==> src/design/shuffled_id_generator_core_defines.svh <==
// assertion macros of the shuffled id generator, used by its top level
// no dependencies; only the top-level core includes this header
`ifndef SHUFFLED_ID_GENERATOR_CORE_DEFINES_SVH
`define SHUFFLED_ID_GENERATOR_CORE_DEFINES_SVH

`ifndef SYNTHESIS
// same-cycle implication check
`define SIG_ASSERT_IMP(label, clk, rst_n, ante, cons) \
  label: assert property (@(posedge clk) disable iff (!rst_n) (ante) |-> (cons)) \
    else $error("same-cycle check failed");
// next-cycle implication check
`define SIG_ASSERT_NXT(label, clk, rst_n, ante, cons) \
  label: assert property (@(posedge clk) disable iff (!rst_n) (ante) |=> (cons)) \
    else $error("next-cycle check failed");
`else
`define SIG_ASSERT_IMP(label, clk, rst_n, ante, cons)
`define SIG_ASSERT_NXT(label, clk, rst_n, ante, cons)
`endif

`endif

==> src/design/sig_pkg.sv <==
// shared types, codes and constants of the shuffled id generator
// no dependencies; used by the interfaces, controller, datapath and top level
package sig_pkg;

  // table geometry
  localparam int TABLE_DEPTH     = 65536;
  localparam int IDX_W           = $clog2(TABLE_DEPTH);
  localparam int MAX_REQ_DEFAULT = 16;
  localparam int LG_MAX          = 4;

  // field widths
  localparam int CMD_W    = 2;
  localparam int REQ_W    = 4;
  localparam int RND_W    = 15;
  localparam int LG_W     = 3;
  localparam int ACT_W    = 5;
  localparam int CFG_IX_W = 2;
  localparam int CFG_D_W  = 5;

  // input command codes
  localparam logic [CMD_W-1:0] CMD_DRAW    = 2'd0;
  localparam logic [CMD_W-1:0] CMD_RESTART = 2'd1;
  localparam logic [CMD_W-1:0] CMD_SPREAD  = 2'd2;

  // configuration register indexes
  localparam logic [CFG_IX_W-1:0] CFG_PART_LG2 = 2'd0;
  localparam logic [CFG_IX_W-1:0] CFG_ACTIVE   = 2'd1;

  // configuration reset values
  localparam logic [LG_W-1:0]  LG_RESET  = 3'd0;
  localparam logic [ACT_W-1:0] ACT_RESET = 5'd1;

  typedef enum logic [3:0] {
    ST_INIT,
    ST_IDLE,
    ST_CALC,
    ST_READ,
    ST_WR_HI,
    ST_WR_LO,
    ST_SWEEP,
    ST_SPREAD,
    ST_DONE
  } ctrl_state_t;

  // table write source
  typedef enum logic [1:0] {
    WR_NONE,
    WR_SLOT2,
    WR_SLOT1,
    WR_SWEEP
  } wr_sel_t;

  // controller to datapath
  typedef struct packed {
    logic    capture;
    logic    calc;
    logic    rd_en;
    wr_sel_t wr_sel;
    logic    spread;
    logic    load_out;
  } dp_cmd_t;

  // datapath to controller
  typedef struct packed {
    logic sweep_last;
    logic out_pending;
  } dp_stat_t;

endpackage

==> src/design/sig_ctrl.sv <==
// sequencing state machine of the shuffled id generator
// depends on sig_pkg for the state type and the command/status structs
module sig_ctrl import sig_pkg::*; (
  input  logic             clk,
  input  logic             rst_n,
  input  logic             in_valid,
  input  logic [CMD_W-1:0] in_command,
  output logic             in_ready,
  input  dp_stat_t         stat,
  output dp_cmd_t          cmd
);

  ctrl_state_t state_r, state_nxt;

  // state register, reset starts the clearing pass
  always_ff @(posedge clk) begin
    if (!rst_n) begin
      state_r <= ST_INIT;
    end else begin
      state_r <= state_nxt;
    end
  end

  // next state
  always_comb begin
    state_nxt = state_r;
    unique case (state_r)
      ST_INIT: begin
        if (stat.sweep_last) state_nxt = ST_IDLE;
      end
      ST_IDLE: begin
        if (in_valid) begin
          case (in_command)
            CMD_DRAW:    state_nxt = ST_CALC;
            CMD_RESTART: state_nxt = ST_SWEEP;
            CMD_SPREAD:  state_nxt = ST_SPREAD;
            default:     state_nxt = ST_DONE;
          endcase
        end
      end
      ST_CALC:   state_nxt = ST_READ;
      ST_READ:   state_nxt = ST_WR_HI;
      ST_WR_HI:  state_nxt = ST_WR_LO;
      ST_WR_LO:  state_nxt = ST_DONE;
      ST_SWEEP: begin
        if (stat.sweep_last) state_nxt = ST_DONE;
      end
      ST_SPREAD: state_nxt = ST_DONE;
      ST_DONE: begin
        if (!stat.out_pending) state_nxt = ST_IDLE;
      end
      default:   state_nxt = ST_INIT;
    endcase
  end

  // outputs
  always_comb begin
    cmd      = '0;
    in_ready = 1'b0;
    unique case (state_r)
      ST_INIT:   cmd.wr_sel = WR_SWEEP;
      ST_IDLE: begin
        in_ready    = 1'b1;
        cmd.capture = in_valid;
      end
      ST_CALC:   cmd.calc   = 1'b1;
      ST_READ:   cmd.rd_en  = 1'b1;
      ST_WR_HI:  cmd.wr_sel = WR_SLOT2;
      ST_WR_LO:  cmd.wr_sel = WR_SLOT1;
      ST_SWEEP:  cmd.wr_sel = WR_SWEEP;
      ST_SPREAD: cmd.spread = 1'b1;
      ST_DONE:   cmd.load_out = !stat.out_pending;
      default:   cmd = '0;
    endcase
  end

endmodule

==> config.mk <==
export PLATFORM = sky130hd
export DESIGN_NAME = sig_ctrl
export DESIGN_NICKNAME = d
export VERILOG_FILES = /design/src/design/shuffled_id_generator_core_defines.svh /design/src/design/sig_pkg.sv /design/src/design/sig_ctrl.sv
export SDC_FILE = /design/constraint.sdc
export NUM_CORES = 1
export LEC_CHECK = 0
export BUFFER_PORTS_ARGS = -buffer_cell sky130_fd_sc_hd__buf_2
export CAP_MARGIN = 15
export CORE_AREA = 2 2 39 41
export CTS_BUF_LIST = sky130_fd_sc_hd__clkbuf_4
export DETAILED_ROUTE_END_ITERATION = 10
export DIE_AREA = 0 0 41 43
export PLACE_DENSITY = 0.53
export SETUP_SLACK_MARGIN = 0.4
export SLEW_MARGIN = 30
export SYNTH_ARGS = -nofsm -noshare
export SYNTH_HDL_FRONTEND = slang
export SYNTH_SLANG_ARGS = --single-unit
==> constraint.sdc <==
create_clock -name clk -period 2.1 [get_ports clk]
set_input_delay 0.42 -clock clk [delete_from_list [all_inputs] [get_ports clk]]
set_output_delay 0.42 -clock clk [all_outputs]
set_load 0.02 [all_outputs]
# Word-level counts from Yosys, hierarchy flattened

Cells that the tools add are included.

Add/sub/neg operators: 0
$mul: 0
Div/mod/pow operators: 0
Magnitude comparators: 0
Eq/ne operators: 14
Shift-type cells: 0
Muxes and demuxes: 13
Bitwise gates (word level): 0
Reductions and logical operators: 6

Operators by type and width:

| kind               | number |
|---|---|
| $pmux 4 s8         | 1 |
| $eq 4x3->1 const B | 4 |
| $mux 4             | 4 |
| $pmux 4 s3         | 1 |
| $eq 4x2->1 const B | 2 |
| $ne 2x2->1 const B | 4 |
| $mux 1             | 6 |
| $pmux 2 s3         | 1 |
| $eq 4x1->1 const B | 1 |
| $eq 4x4->1 const B | 1 |
| $logic_not 4->1    | 1 |
| $reduce_and 4->1   | 1 |
| $reduce_or 2->1    | 2 |
| $eq 2x1->1 const B | 1 |
| $eq 2x2->1 const B | 1 |
| $logic_not 2->1    | 1 |
| $logic_not 1->1    | 1 |

Flip-flop bits (word level): 4
Latch bits: 0
RAM bits: 0
ROM bits: 0
Input bits: 7
Memories: 0

# Depth between registers and ports, before layout

Depth after elaboration: 4
Gate-level depth with buffers: 6

# Least setup slack after synthesis

Ideal clock, no wire load.

Kind: register to output
Start point: register state_r[1]
End point: output port cmd[6] (netlist bit)
Data arrival time: 1.338 ns
Data required time: 1.680 ns
Slack: 0.342 ns
Cell stages (with the launch flop): 4
Path buffers: 1
Path through: dfxtp_1 -> buf_2 -> nor3_1 -> and2_1

RTL lines:

| item                     | RTL line       | source |
|---|---|---|
| start: declaration       | sig_ctrl.sv:13 | `ctrl_state_t state_r, state_nxt;` |
| start signal: assignment | sig_ctrl.sv:20 | `state_r <= state_nxt;` |
| end: declaration         | sig_ctrl.sv:10 | `output dp_cmd_t cmd` |

==> impl_metrics.csv <==
group,metric,value,unit
worst_setup_path,reg2reg_depth,4,
worst_setup_path,r2r_start,"state_r[0]",
cells_and_area,synthToLayoutAreaGrowth,29.1,%
sta,slew_headroom,73.7,%
route,drt_iter0_markers,13,
floorplanning,core_area,1380,um^2
grt,grt_pass1_vias,348,
sta,drv_slew,0,
cells_and_area,antenna_cells,0,
floorplanning,die_w,41,um
grt,antenna_found_initial,0,
clock_network,cts.path.max_buffers,2,
worst_setup_path,criticalPathCategory,"flip-flop to output port",
cells_and_area,regMostFlops,"state_r",
clock_network,root_buffer,"clkbuf_4",
synth,ys_top_cells_by_area,"dfxtp_1 20%, ha_1 6.1%, nand2b_1 6.1%",
clock_network,cts_resized,6,
place,gp_congestion,0.671,
place,post-dp-hpwl,684,um
clock_network,cts_buffers,3,
power_and_ir_drop,total_power,448,uW
grt,grt_usage,12.8,%
clock_network,hold_buffers,0,
grt,grt_max_degree,15,
synth,yosys_most_used_dff,"dfxtp_1",
cells_and_area,largest_registers,"state_r: 4 flops",
status,status,"finished clean",
worst_setup_path,crit_cells,4,
synth,async_flop_share,0,%
route,drc,0,
cells_and_area,fin_nets,79,
floorplanning,chipHeight,43,um
power_and_ir_drop,cellLeakagePower,0.000237,uW
min_path,min_path_type,"input port to flip-flop",
sta,clock.fmax,609,MHz
worst_setup_path,start_kind,"flip-flop",
clock_network,clk_latency,230,ps
worst_setup_path,reg2reg_to,"state_r[0]",
synth,synth-seq-area-share,19.6,%
sta,hold-worst-slack,452,ps
worst_setup_path,worstPathRequired,1680,ps
synth,synth_fp_nets,64,
cells_and_area,final_core_util,38.2,%
power_and_ir_drop,irDropWorstVdd,399,uV
sta,rsz0062_at_grt,"true",
clock_network,htreeDepth,1,
floorplanning,dieArea,1760,um^2
run,drv_cap,0,
sta,final.setup.tns,0,ps
worst_setup_path,startpoint,"state_r[1]",
sta,finalCritPeriodShare,78.2,%
sta,hold_viol_final,0,
floorplanning,ios,15,
worst_setup_path,critPathMaxFanout,12,
worst_setup_path,crit_family,"flip-flops",
worst_setup_path,end_kind,"output port",
synth,synth_cell_type_count,31,
route,wl_per_cell,11.0,um
synth,synthesis.area,409,um^2
clock_network,cts_sinks,4,
power_and_ir_drop,power_density,848,nW/um^2
sta,finalSetupViolCount,0,
cells_and_area,fillers,157,
grt,overflow,0,
worst_setup_path,endpoint,"cmd[3]",
route,via_per_inst,5.14,
clock_network,cts_setup_buffers,0,
worst_setup_path,path_buf_inv,1,
sta,clock_skew,1.05,ps
grt,grt_pass1_wl,1480,um
synth,yosys.area.top_type,"dfxtp_1",
worst_setup_path,path_cells,"xnor2_2, nand2_1, a21oi_1, buf_2",
synth,synth-seq-cells,4,
floorplanning,start_util,29.6,%
sta,finalCriticalPeriod,1640,ps
route,dr.pass1.iters,4,
place,port_buffers,14,
worst_setup_path,max_stage_delay,380,ps
clock_network,cts_tree,"built",
worst_setup_path,cp.arrival,1220,ps
synth,synth_cells,55,
route,antenna_left,0,
synth,synth-edff-count,0,
route,via_count,432,
floorplanning,num_rows,14,
synth,yosysWarnings,0,
worst_setup_path,crit_path_top_delay_cell,"dfxtp_4",
route,wl,922,um
cells_and_area,largest_reg_flops,4,
clock_network,clk_pin_slew,40,ps
sta,worst_pin_slew,390,ps
cells_and_area,layout-drive-gt1-share,42.6,%
synth,netlist.area_leader.share,19.6,%
worst_setup_path,regToRegSetupSlack,890,ps
synth,synth.avg_cell_area,7.44,um^2
==> synth_stat cells (2+ instances only) <==
| master | n |
|---|---|
| a211oi_1 | 2 |
| nand2b_1 | 4 |
| nand2_1 | 3 |
| nor2_1 | 5 |
| nor3_1 | 4 |
| a21oi_1 | 3 |
| ha_1 | 2 |
| o21ai_1 | 2 |
| dfxtp_1 | 4 |
| buf_2 | 3 |
| and2_1 | 2 |
| inv_1 | 2 |
==> kinds of logic (layout without fill, tap and decap cells) <==
logic type / count (synthesis) / after routing / synth area share, %
AOI/OAI and AO/OA: 16 / 16 / 29.1
xor gates and xnor gates: 1 / 1 / 2.14
adders and majority gates: 2 / 2 / 6.12
buffers and inverters: 7 / 20 / 9.17
DFF: 4 / 4 / 19.6
and+or+nand+nor: 25 / 25 / 33.9
==> worst reg2reg max path, delay by kind of cell (launching register included) <==
kind / cells / cell delay (ps)
compound gates: 3 / 430
flops: 1 / 430
simple gates: 1 / 250
==> placed cells by master (no fill, tap or decap), types with 2 or more instances in the layout <==
cell,Yosys,final
ha_1,2,2
nand2b_1,4,3
and2_1,2,2
inv_1,2,2
a21oi_1,3,3
nor3_1,4,3
a211oi_1,2,2
o21ai_1,2,2
dfxtp_4,0,3
nor2_1,5,5
nand2_1,3,3
buf_2,3,14
clkbuf_4,0,3
==> area by class of cell <==
class | instances | area, um^2 | area share [%]
Tap cell | 16 | 20.0 | 3.79
Multi-Input combinational cell | 44 | 312 | 59.0
Sequential cell | 4 | 92.6 | 17.5
Clock buffer | 3 | 22.5 | 4.27
Inverter | 3 | 11.3 | 2.13
Timing Repair Buffer | 14 | 70.1 | 13.3
==> per-layer routing <==
metal	share of wire (%)	track usage [%]
met1	45	16.9
met2	48	16.9
met3	6.2	4.71
met4	0.87	8.00
met5	0	0
==> metrics by stage <==
step / worst slack (ps) / area, um^2 / std cells
after global placement: 454 / 478 / 81
after global routing: 372 / 528 / 84
after floorplan: 552 / 414 / 55
after CTS: 410 / 517 / 84
after detailed placement: 459 / 478 / 81
final: 457 / 528 / 84
==> where the power goes <==
part	switching (uW)	internal, uW	total (uW)
clock	29.2	63.8	93.0
combinational	122	95.7	217
sequential	44.5	93.2	138
total	195	253	448
==> worst min path at each step <==
stage / slack, ps / cells after the start / startpoint / endpoint
3_5_place_dp: 620 / 2 / state_r[3] / state_r[3]
2_1_floorplan: 540 / 1 / rst_n / state_r[0]
6_report: 450 / 2 / rst_n / state_r[0]
5_1_grt: 450 / 2 / rst_n / state_r[0]
3_3_place_gp: 620 / 2 / state_r[3] / state_r[3]
4_1_cts: 440 / 2 / rst_n / state_r[0]
No activity file was read; power rests on OpenSTA's default activity.
